===== src/rtl/rhsv_pkg.sv =====
package rhsv_pkg;

	localparam int FRAC_BITS  = 16;
	localparam int CH_W       = 8;
	// Divider operands must hold six times the largest channel value.
	localparam int OPND_W     = CH_W + 3;
	localparam int Q_W        = FRAC_BITS + 1;
	// One stage for the integer quotient bit, then one per fraction bit.
	localparam int DIV_STAGES = FRAC_BITS + 1;

	localparam logic [Q_W-1:0] HUE_GREY = Q_W'(1) << (FRAC_BITS - 1);

	// Sector base, chosen by which channel is the minimum.
	localparam logic [2:0] BASE_RED_MIN   = 3'd3;
	localparam logic [2:0] BASE_GREEN_MIN = 3'd5;
	localparam logic [2:0] BASE_BLUE_MIN  = 3'd1;

	typedef struct packed {
		logic            grey;
		logic [CH_W-1:0] value;
	} tag_t;

	typedef struct packed {
		logic              qbit;
		logic [OPND_W-1:0] rem;
	} step_t;

	// One restoring division step. The partial remainder is below twice the divisor.
	function automatic step_t div_step(input logic [OPND_W:0] part,
			input logic [OPND_W-1:0] den);
		step_t res;
		if (part >= {1'b0, den}) begin
			res.qbit = 1'b1;
			res.rem  = OPND_W'(part - {1'b0, den});
		end else begin
			res.qbit = 1'b0;
			res.rem  = part[OPND_W-1:0];
		end
		return res;
	endfunction

endpackage


===== src/rtl/rhsv_front.sv =====
module rhsv_front (
	input  logic                          clk,
	input  logic                          arst_n,
	input  logic                          vld_in,
	input  logic [rhsv_pkg::CH_W-1:0]     red,
	input  logic [rhsv_pkg::CH_W-1:0]     green,
	input  logic [rhsv_pkg::CH_W-1:0]     blue,
	output logic                          vld_out,
	output logic [rhsv_pkg::OPND_W-1:0]   hue_num,
	output logic [rhsv_pkg::OPND_W-1:0]   hue_den,
	output logic [rhsv_pkg::OPND_W-1:0]   sat_num,
	output logic [rhsv_pkg::OPND_W-1:0]   sat_den,
	output rhsv_pkg::tag_t                tag
);

	logic                      vld_s1;
	logic [rhsv_pkg::CH_W-1:0] r_s1, g_s1, b_s1, hi_s1, lo_s1;
	logic [rhsv_pkg::CH_W-1:0] hi_in, lo_in, mx_rg, mn_rg;

	logic                        vld_s2;
	logic [rhsv_pkg::OPND_W-1:0] hue_num_s2, hue_den_s2, sat_num_s2, sat_den_s2;
	rhsv_pkg::tag_t              tag_s2;

	logic [rhsv_pkg::CH_W-1:0]   d;
	logic [2:0]                  base;
	logic signed [rhsv_pkg::CH_W:0]   f;
	logic [rhsv_pkg::OPND_W-1:0] d_ext, base_mul;
	logic signed [rhsv_pkg::OPND_W:0] num_full;

	assign mx_rg = (red > green) ? red : green;
	assign hi_in = (mx_rg > blue) ? mx_rg : blue;
	assign mn_rg = (red < green) ? red : green;
	assign lo_in = (mn_rg < blue) ? mn_rg : blue;

	always_ff @(posedge clk or negedge arst_n) begin
		if (!arst_n) begin
			vld_s1 <= 1'b0;
			vld_s2 <= 1'b0;
		end else begin
			vld_s1 <= vld_in;
			vld_s2 <= vld_s1;
		end
	end

	always_ff @(posedge clk) begin
		r_s1  <= red;
		g_s1  <= green;
		b_s1  <= blue;
		hi_s1 <= hi_in;
		lo_s1 <= lo_in;
	end

	assign d     = hi_s1 - lo_s1;
	assign d_ext = rhsv_pkg::OPND_W'(d);

	// Ties for the minimum go to red first, then green.
	always_comb begin
		if (r_s1 == lo_s1) begin
			base = rhsv_pkg::BASE_RED_MIN;
			f    = $signed({1'b0, g_s1}) - $signed({1'b0, b_s1});
		end else if (g_s1 == lo_s1) begin
			base = rhsv_pkg::BASE_GREEN_MIN;
			f    = $signed({1'b0, b_s1}) - $signed({1'b0, r_s1});
		end else begin
			base = rhsv_pkg::BASE_BLUE_MIN;
			f    = $signed({1'b0, r_s1}) - $signed({1'b0, g_s1});
		end
	end

	assign base_mul = rhsv_pkg::OPND_W'(base) * d_ext;
	// The hue numerator never goes below zero, so the low bits are the value.
	assign num_full = $signed({1'b0, base_mul})
		- $signed({{(rhsv_pkg::OPND_W - rhsv_pkg::CH_W){f[rhsv_pkg::CH_W]}}, f});

	always_ff @(posedge clk) begin
		hue_num_s2   <= num_full[rhsv_pkg::OPND_W-1:0];
		hue_den_s2   <= (d_ext << 2) + (d_ext << 1);
		sat_num_s2   <= d_ext;
		sat_den_s2   <= rhsv_pkg::OPND_W'(hi_s1);
		tag_s2.grey  <= (d == '0);
		tag_s2.value <= hi_s1;
	end

	assign vld_out = vld_s2;
	assign hue_num = hue_num_s2;
	assign hue_den = hue_den_s2;
	assign sat_num = sat_num_s2;
	assign sat_den = sat_den_s2;
	assign tag     = tag_s2;

endmodule


===== src/rtl/rhsv_div_pipe.sv =====
module rhsv_div_pipe (
	input  logic                         clk,
	input  logic                         arst_n,
	input  logic                         vld_in,
	input  logic [rhsv_pkg::OPND_W-1:0]  hue_num,
	input  logic [rhsv_pkg::OPND_W-1:0]  hue_den,
	input  logic [rhsv_pkg::OPND_W-1:0]  sat_num,
	input  logic [rhsv_pkg::OPND_W-1:0]  sat_den,
	input  rhsv_pkg::tag_t               tag_in,
	output logic                         vld_out,
	output logic [rhsv_pkg::Q_W-1:0]     hue_quot,
	output logic [rhsv_pkg::Q_W-1:0]     sat_quot,
	output rhsv_pkg::tag_t               tag_out
);

	localparam int N = rhsv_pkg::DIV_STAGES;

	logic                        vld_s     [N];
	logic [rhsv_pkg::OPND_W-1:0] hue_rem_s [N];
	logic [rhsv_pkg::OPND_W-1:0] hue_den_s [N];
	logic [rhsv_pkg::Q_W-1:0]    hue_q_s   [N];
	logic [rhsv_pkg::OPND_W-1:0] sat_rem_s [N];
	logic [rhsv_pkg::OPND_W-1:0] sat_den_s [N];
	logic [rhsv_pkg::Q_W-1:0]    sat_q_s   [N];
	rhsv_pkg::tag_t              tag_s     [N];

	genvar i;
	generate
		for (i = 0; i < N; i++) begin : g_stage
			rhsv_pkg::step_t hue_st, sat_st;

			if (i == 0) begin : g_first
				// Numerators never exceed their divisors, so one step yields the integer bit.
				assign hue_st = rhsv_pkg::div_step({1'b0, hue_num}, hue_den);
				assign sat_st = rhsv_pkg::div_step({1'b0, sat_num}, sat_den);

				always_ff @(posedge clk or negedge arst_n) begin
					if (!arst_n) begin
						vld_s[i] <= 1'b0;
					end else begin
						vld_s[i] <= vld_in;
					end
				end

				always_ff @(posedge clk) begin
					hue_rem_s[i] <= hue_st.rem;
					hue_den_s[i] <= hue_den;
					hue_q_s[i]   <= rhsv_pkg::Q_W'(hue_st.qbit);
					sat_rem_s[i] <= sat_st.rem;
					sat_den_s[i] <= sat_den;
					sat_q_s[i]   <= rhsv_pkg::Q_W'(sat_st.qbit);
					tag_s[i]     <= tag_in;
				end
			end else begin : g_next
				assign hue_st = rhsv_pkg::div_step({hue_rem_s[i-1], 1'b0}, hue_den_s[i-1]);
				assign sat_st = rhsv_pkg::div_step({sat_rem_s[i-1], 1'b0}, sat_den_s[i-1]);

				always_ff @(posedge clk or negedge arst_n) begin
					if (!arst_n) begin
						vld_s[i] <= 1'b0;
					end else begin
						vld_s[i] <= vld_s[i-1];
					end
				end

				always_ff @(posedge clk) begin
					hue_rem_s[i] <= hue_st.rem;
					hue_den_s[i] <= hue_den_s[i-1];
					hue_q_s[i]   <= {hue_q_s[i-1][rhsv_pkg::Q_W-2:0], hue_st.qbit};
					sat_rem_s[i] <= sat_st.rem;
					sat_den_s[i] <= sat_den_s[i-1];
					sat_q_s[i]   <= {sat_q_s[i-1][rhsv_pkg::Q_W-2:0], sat_st.qbit};
					tag_s[i]     <= tag_s[i-1];
				end
			end
		end
	endgenerate

	assign vld_out  = vld_s[N-1];
	assign hue_quot = hue_q_s[N-1];
	assign sat_quot = sat_q_s[N-1];
	assign tag_out  = tag_s[N-1];

endmodule


===== src/rtl/rgb_to_hsv_converter_top.sv =====
// RGB to HSV pixel converter, fully pipelined.
// Input: drive red, green and blue with start high; a transfer happens at each
// rising edge where start is high and busy is low. busy is held low, so one
// pixel can be transferred on every clock.
// Output: done is high with hue_frac, sat_frac and value_level valid in
// that same cycle; the receiver must take the transfer.
// Throughput is one pixel per clock.
// The pipeline is two input stages (max/min, then sector and operands),
// a 17-stage restoring divider that makes one quotient bit per stage for hue
// and saturation side by side, and the output register.
// Grey pixels bypass the divider result: hue is one half turn, saturation zero.
// Reset clears all valid bits, so no result appears until a new pixel arrives.
module rgb_to_hsv_converter_top (
	input  logic                       clk,
	input  logic                       arst_n,
	input  logic                       start,
	output logic                       busy,
	input  logic [rhsv_pkg::CH_W-1:0]  red,
	input  logic [rhsv_pkg::CH_W-1:0]  green,
	input  logic [rhsv_pkg::CH_W-1:0]  blue,
	output logic                       done,
	output logic [rhsv_pkg::Q_W-1:0]   hue_frac,
	output logic [rhsv_pkg::Q_W-1:0]   sat_frac,
	output logic [rhsv_pkg::CH_W-1:0]  value_level
);

	logic                        accept;
	logic                        fr_vld;
	logic [rhsv_pkg::OPND_W-1:0] fr_hue_num, fr_hue_den, fr_sat_num, fr_sat_den;
	rhsv_pkg::tag_t              fr_tag;

	logic                        dv_vld;
	logic [rhsv_pkg::Q_W-1:0]    dv_hue, dv_sat;
	rhsv_pkg::tag_t              dv_tag;

	logic                        done_q;
	logic [rhsv_pkg::Q_W-1:0]    hue_q, sat_q;
	logic [rhsv_pkg::CH_W-1:0]   value_q;

	assign busy   = 1'b0;
	assign accept = start && !busy;

	rhsv_front u_front (
		.clk     (clk),
		.arst_n  (arst_n),
		.vld_in  (accept),
		.red     (red),
		.green   (green),
		.blue    (blue),
		.vld_out (fr_vld),
		.hue_num (fr_hue_num),
		.hue_den (fr_hue_den),
		.sat_num (fr_sat_num),
		.sat_den (fr_sat_den),
		.tag     (fr_tag)
	);

	rhsv_div_pipe u_div (
		.clk      (clk),
		.arst_n   (arst_n),
		.vld_in   (fr_vld),
		.hue_num  (fr_hue_num),
		.hue_den  (fr_hue_den),
		.sat_num  (fr_sat_num),
		.sat_den  (fr_sat_den),
		.tag_in   (fr_tag),
		.vld_out  (dv_vld),
		.hue_quot (dv_hue),
		.sat_quot (dv_sat),
		.tag_out  (dv_tag)
	);

	always_ff @(posedge clk or negedge arst_n) begin
		if (!arst_n) begin
			done_q <= 1'b0;
		end else begin
			done_q <= dv_vld;
		end
	end

	// A grey pixel divides the hue by zero in the divider, so its quotients are replaced here.
	always_ff @(posedge clk) begin
		hue_q   <= dv_tag.grey ? rhsv_pkg::HUE_GREY : dv_hue;
		sat_q   <= dv_tag.grey ? '0 : dv_sat;
		value_q <= dv_tag.value;
	end

	assign done        = done_q;
	assign hue_frac    = hue_q;
	assign sat_frac    = sat_q;
	assign value_level = value_q;

endmodule

===== config.mk =====
export PLATFORM = sky130hd
export DESIGN_NAME = rgb_to_hsv_converter_top
export DESIGN_NICKNAME = d
export VERILOG_FILES = /design/src/rtl/rhsv_pkg.sv /design/src/rtl/rhsv_front.sv /design/src/rtl/rhsv_div_pipe.sv /design/src/rtl/rgb_to_hsv_converter_top.sv
export SDC_FILE = /design/constraint.sdc
export NUM_CORES = 2
export LEC_CHECK = 0
export BUFFER_PORTS_ARGS = -buffer_cell sky130_fd_sc_hd__buf_2
export CAP_MARGIN = 40
export CORE_MARGIN = 2
export CORE_UTILIZATION = 60
export DETAILED_ROUTE_END_ITERATION = 7
export GPL_ROUTABILITY_DRIVEN = 0
export PLACE_DENSITY_LB_ADDON = 0.2
export SLEW_MARGIN = 20
export SYNTH_ARGS = -nofsm -noshare
export SYNTH_HDL_FRONTEND = slang
export SYNTH_SLANG_ARGS = --single-unit

===== constraint.sdc =====
create_clock -name clk -period 5.6 [get_ports clk]
set_clock_uncertainty 0.1 [all_clocks]
set_input_delay 1.68 -clock clk [delete_from_list [all_inputs] [get_ports clk]]
set_output_delay 1.68 -clock clk [all_outputs]
set_load 0.05 [all_outputs]

Word level (Yosys, flattened, before mapping)
Memories as Yosys holds them, arrays and structs flattened. A register that Yosys moved wholly into a read port is not among the register bits.
Index checks and enable logic that the tools add are counted.
Widths: inputs -> output; s select.
{ "totals": {"ram_bits": 1479, "memories": 7, "regBits": 107, "out_inout_bits": 44} }
{ "mem_list": {"columns": ["name", "depth", "word_bits", "read_ports", "rd_clocked_by_memory_dff", "write_ports", "line_no", "text"], "rows": [
  ["u_div.hue_q_s", 17, 17, 17, 1, 17, "rhsv_div_pipe.sv:21", "logic [rhsv_pkg::Q_W-1:0] hue_q_s [N];"],
  ["u_div.sat_q_s", 17, 17, 17, 1, 17, "rhsv_div_pipe.sv:24", "logic [rhsv_pkg::Q_W-1:0] sat_q_s [N];"],
  ["u_div.hue_den_s", 17, 11, 16, 0, 17, "rhsv_div_pipe.sv:20", "logic [rhsv_pkg::OPND_W-1:0] hue_den_s [N];"],
  ["u_div.hue_rem_s", 17, 11, 16, 0, 17, "rhsv_div_pipe.sv:19", "logic [rhsv_pkg::OPND_W-1:0] hue_rem_s [N];"],
  ["u_div.sat_den_s", 17, 11, 16, 0, 17, "rhsv_div_pipe.sv:23", "logic [rhsv_pkg::OPND_W-1:0] sat_den_s [N];"],
  ["u_div.sat_rem_s", 17, 11, 16, 0, 17, "rhsv_div_pipe.sv:22", "logic [rhsv_pkg::OPND_W-1:0] sat_rem_s [N];"],
  ["+1 memories", null, null, null, null, null, null, null]
]} }
{ "classes": {"mul": 1, "order_cmp": 38, "n_mux": 42, "addsub": 40, "eq_ne": 2, "n_reduce_logical": 1} }
{ "ops": {"columns": ["operator", "count"], "rows": [
  ["$mux 12", 34],
  ["$ge 12x11->1", 32],
  ["$sub 11x11->11", 33],
  ["$sub 8x8->9", 4],
  ["$mux 8", 4],
  ["$mux 9", 2],
  ["$eq 8x8->1", 2],
  ["$gt 8x8->1", 2],
  ["$lt 8x8->1", 2],
  ["$add 10x9->11", 1],
  ["$ge 11x11->1", 1],
  ["$mul 3x8->11", 1],
  ["$sub 11x9->11", 1],
  ["$ge 8x8->1", 1],
  ["$logic_not 8->1", 1],
  ["$sub 8x8->8", 1],
  ["$mux 3", 2]
]} }

Longest topological paths before layout
{ "logic_depth": {"word_depth": 5, "mapped_depth": 21} }

Hierarchy
A second synthesis with hierarchy kept.
{ "unflattened": {"cells_unflattened": 4947, "area_unflattened_um2": 52616.7} }
{ "by_module_without_submodules": {"columns": ["mod", "cells_per_inst", "instances", "seq_area_each_um2", "area_each_um2"], "rows": [
  ["rhsv_div_pipe", 4292, 1, 23707.7, 46026.6],
  ["rhsv_front", 573, 1, 1591.5, 5477.8],
  ["rgb_to_hsv_converter_top", 82, 1, 865.8, 1112.3]
]} }

Least setup slack after synthesis
No wires, ideal clock.
{ "synth_path": {"kind": "input port to flip-flop", "start": "input green[3] (netlist name)", "end": "register u_front.hi_s1[1] (netlist name)", "path_stages": 16, "required_ns": 5.379, "setup_slack_ns": 0.531, "arrival_ns": 4.848, "setup_time_ns": 0.121, "cell_sequence": "inv_1 -> ha_1 -> o21ai_0 -> a21oi_1 -> nor2_1 -> o21ai_2 -> o21a_1 -> clkbuf_1 -> mux2_2 -> ha_1 -> nor2b_1 -> o21a_1 -> o21a_1 -> o21ai_0 -> a21oi_1 -> mux2_2"} }
{ "synth_between": {"elab_chain_len": 4} }
{ "synth_rtl": {"columns": ["item", "line_no", "text"], "rows": [
  ["from (decl)", "rgb_to_hsv_converter_top.sv:19", "input logic [rhsv_pkg::CH_W-1:0] green,"],
  ["$gt 8x8->1", "rhsv_front.sv:30", "assign mx_rg = (red > green) ? red : green;"],
  ["$mux 8 *", "rhsv_front.sv:30", null],
  ["$gt 8x8->1", "rhsv_front.sv:31", "assign hi_in = (mx_rg > blue) ? mx_rg : blue;"],
  ["$mux 8 *", "rhsv_front.sv:31", null],
  ["via u_front.hi_in (one bit)", "rhsv_front.sv:18", "logic [rhsv_pkg::CH_W-1:0] hi_in, lo_in, mx_rg, mn_rg;"],
  ["to (signal assigned)", "rhsv_front.sv:49", "hi_s1 <= hi_in;"],
  ["to (decl)", "rhsv_front.sv:17", "logic [rhsv_pkg::CH_W-1:0] r_s1, g_s1, b_s1, hi_s1, lo_s1;"]
]} }
The timed path passes the listed nets; every way through them passes the cells marked *.

Final worst setup path
{ "layout_path": {"start": "register u_front.g_s1[1] (netlist name)", "end": "register u_front.hue_num_s2 (netlist bit u_front.hue_num[10])"} }
{ "layout_between": {"elab_chain_len": 5, "word_cells_on_any_way": 9, "classes_between": "3 x add/sub; 1 x mul; 1 x eq/ne; 4 x mux"} }
{ "layout_rtl": {"columns": ["item", "line_no", "text"], "rows": [
  ["from (decl)", "rhsv_front.sv:17", null],
  ["from (signal assigned)", "rhsv_front.sv:47", "g_s1 <= green;"],
  ["$eq 8x8->1", "rhsv_front.sv:61", "end else if (g_s1 == lo_s1) begin"],
  ["$mux 3", "rhsv_front.sv:61", null],
  ["$mux 3", "rhsv_front.sv:58", "if (r_s1 == lo_s1) begin"],
  ["$mul 3x8->11", "rhsv_front.sv:70", "assign base_mul = rhsv_pkg::OPND_W'(base) * d_ext;"],
  ["$sub 11x9->11 *", "rhsv_front.sv:73", "- $signed({{(rhsv_pkg::OPND_W - rhsv_pkg::CH_W){f[rhsv_pkg::CH_W]}}, f});"],
  ["via u_front.num_full (one bit)", "rhsv_front.sv:28", "logic signed [rhsv_pkg::OPND_W:0] num_full;"],
  ["to (signal assigned)", "rhsv_front.sv:76", "hue_num_s2 <= num_full[rhsv_pkg::OPND_W-1:0];"],
  ["to (decl)", "rhsv_front.sv:21", "logic [rhsv_pkg::OPND_W-1:0] hue_num_s2, hue_den_s2, sat_num_s2, sat_den_s2;"]
]} }
Marked as above.

==> impl_results.md <==
- Post-CTS setup buffer count: 0
- Post-synth EDFFs: 0
- Count of cell types in the netlist: between 60 and 70
- Mean Syn Cell Area: between 10 and 15 sq um
- Finished Layout Cells: about 5,300
- DRT Wirelength: 79,100 um
- DP HPWL: approximately 60,000 um
- Worst-Skew Late Latency: between 600 and 700 ps
- Initial antenna violation count: 0
- CTS sink cnt: 1,093
- Peak Freq: 0.200 GHz
- RSZ-0062 raised after global routing: false
- Max Root-Sink Buffers: 3
- YS warnings: 0
- Vias in the first global route: around 27,000
- Async set-reset flop share out of synthesis: about 1.8%
- DRT antenna net count: 0
- I/O pin cnt: between 70 and 80
- Crit Path Class: reg2reg
- Area leader, netlist: dfxtp_1
- GRT Util Overall: approximately a fifth
- CTS tree: done
- First-pass GRT wire length: between 100,000 and 150,000 um
- Initial DRT Pass Iterations: 5
- Crit path time final: roughly 5000 ps
- Routed vias: between 20,000 and 30,000
- FP Rows: 98
- Seq/Total Area, Yosys: around 51%
- Max cap viols: 0
- Final TNS setup: 0 ps
- Met2 WL: 40,500 um
- Met3 WL: around 2500 um
- Drt wl/cell: about 15 um
- Resized Gates After CTS: 0
- Area Growth Syn to Fin: 11.6%
- Top cell type's share of synthesized area: around half
- M1 WL: ~33,000 um
- Flip-flop and latch area: ~22,000 sq um
- DRC: 0
- FF+latch count, synth: 1,093
- Worst min path class: reg2reg
- Num CTS Buffers: 105
- Startpoint types: register
- Arr. time, crit path: ~5500 ps
- Maximum number of pins on one net before global-route repair: 27
- Ys flop type: dfxtp_1
- Die Span Y: between 200 and 300 um
- Overflow after GRT: 0
- Layout Nets: around 4,700
- 1st-iter DRT viols: around 1,200
- Die width: approximately 270 um
- Multi-input logic area: 19,000 sq um
- Die footprint: between 70,000 and 80,000 sq um
- Fin. max-slew vios: 0
- Worst Tran Pin Value: just over 800 ps
- Top post-synthesis cells by area: dfxtp_1, ha_1, inv_1
- Worst Path Required: a little over 6000 ps
- Crit Path Max Fanout: 12
- Post-Place Cells: between 5,000 and 6,000
- Gate Count Post-Synth: 4,088
- CORE AREA: between 70,000 and 80,000 sq um
- CTS Hold Bufs: 0
- Highest-count cells in the layout ignoring fill and taps: dfxtp_1, inv_1, ha_1
- Filler cell count: 5,436
- CTS root buffer: clkbuf_16
- Fin. Hold Viols: 0
- Cell Area, Synth: between 40,000 and 50,000 sq um
- Clock transition at path regs: about 60 ps
- Initial cell density of the core: 60.5%
- Top Layer Used: met4
- Final core occ: 67.5%
- Share of cells above drive strength 1: roughly a tenth
- Number of port buffers: between 60 and 70
- Final Setup Violations: 0
- Outcome: finished clean
- Via density: roughly 5.3
- Most common cell after layout, fill and taps aside: dfxtp_1
- Post-route clock period utilization: between 80% and 90%
- Htree depth: 3
- Net count after synthesis: 4,552
- Relative slew slack: a little under half
- Nature of the critical path endpoint: register
worst max-delay path, cell delays in order (launching register included):
cell and delay, ps:
dfxtp_1 370, xor2_1 180, nor4_1 480, nand2_1 430
o21ai_0 320, a21oi_1 130, fa_1 560, inv_1 50
fa_1 500, ha_1 320, a21o_1 160, a21oi_1 200
o21ai_0 150, or4_1 450, a31o_2 250, a21oi_1 170
xnor2_1 130
final cells by class:
cell class | instances | area share (%)
flip-flops and latches | 1093 | 45.7
inverters | 507 | 3.96
diodes | 1 | 0.00520
well taps | 950 | 2.47
multi-input cells | 2448 | 39.6
clock buffers | 147 | 6.17
repair buffers | 77 | 0.843
clock inverters | 44 | 1.26
synth_stat cells (52+ instances only):
library cell,number
nand4_1,52
ha_1,385
xnor2_1,133
fa_1,52
dfxtp_1,1073
o21a_1,107
a21oi_1,166
inv_1,506
xor2_1,99
nor2_1,171
o21ai_0,229
nor2b_1,116
nor3_1,84
mux2_2,124
nand2_1,175
a21o_1,72
cells by family (layout without fill, tap and decap cells):
kind of cell | count (synthesis) | in the layout | share of synthesized area [%]
muxes | 160 | 160 | 4.09
xor gates and xnor gates | 232 | 232 | 4.72
other | 1 | 2 | 0.00871
adders and majority gates | 437 | 437 | 13.6
AOI/OAI and AO/OA | 807 | 807 | 12.0
buffers and inverters | 547 | 775 | 4.81
DFF | 1093 | 1093 | 51.0
and+or+nand+nor | 811 | 811 | 9.73
routing by layer:
| layer | vias to the layer above | GRT usage (%) |
|---|---|---|
| li1 | 14200 | - |
| met1 | 12900 | 24.3 |
| met2 | 444 | 40.1 |
| met3 | 173 | 2.96 |
| met4 | 0 | 8.50 |
| met5 | - | 0 |
stage by stage:
step / area, sq um / hold WS, ps / setup slack [ps]
global placement: 44500 / 210 / 441
finish: 48100 / 213 / 594
floorplan: 43100 / 210 / 531
detailed placement: 44500 / 212 / 372
CTS: 48100 / 209 / 670
global route: 48100 / 213 / 174
sequential cells by signal, indices dropped and copies added (netlist names), 9 cells and up:
name and count:
u_div.hue_rem_s 161, u_div.vld_s 16, u_div.sat_rem_s 174, hue_frac 17, u_front.hue_den 9, u_front.hue_num 11
u_div.tag_s 153, u_div.hue_den_s 160, u_div.hue_q_s 153, u_div.sat_q_s 153, sat_frac 17
path summary, 6_finish.rpt:
kind	start	to	slack (ps)	cells past startpoint
max reg2reg	u_front.g_s1[1]	u_front.hue_num[10]	590	16
min reg2reg	u_div.hue_q_s[7][4]	u_div.hue_q_s[8][5]	210	0
max in group asynchronous	arst_n	done	4250	1
min	u_div.hue_q_s[7][4]	u_div.hue_q_s[8][5]	210	0
min in group asynchronous	arst_n	u_div.vld_s[12]	840	1
max	u_front.g_s1[1]	u_front.hue_num[10]	590	16
Power is left out: the tool's default activity adds up to more than one toggle a clock period on the data nets, which glitch-free logic cannot reach.
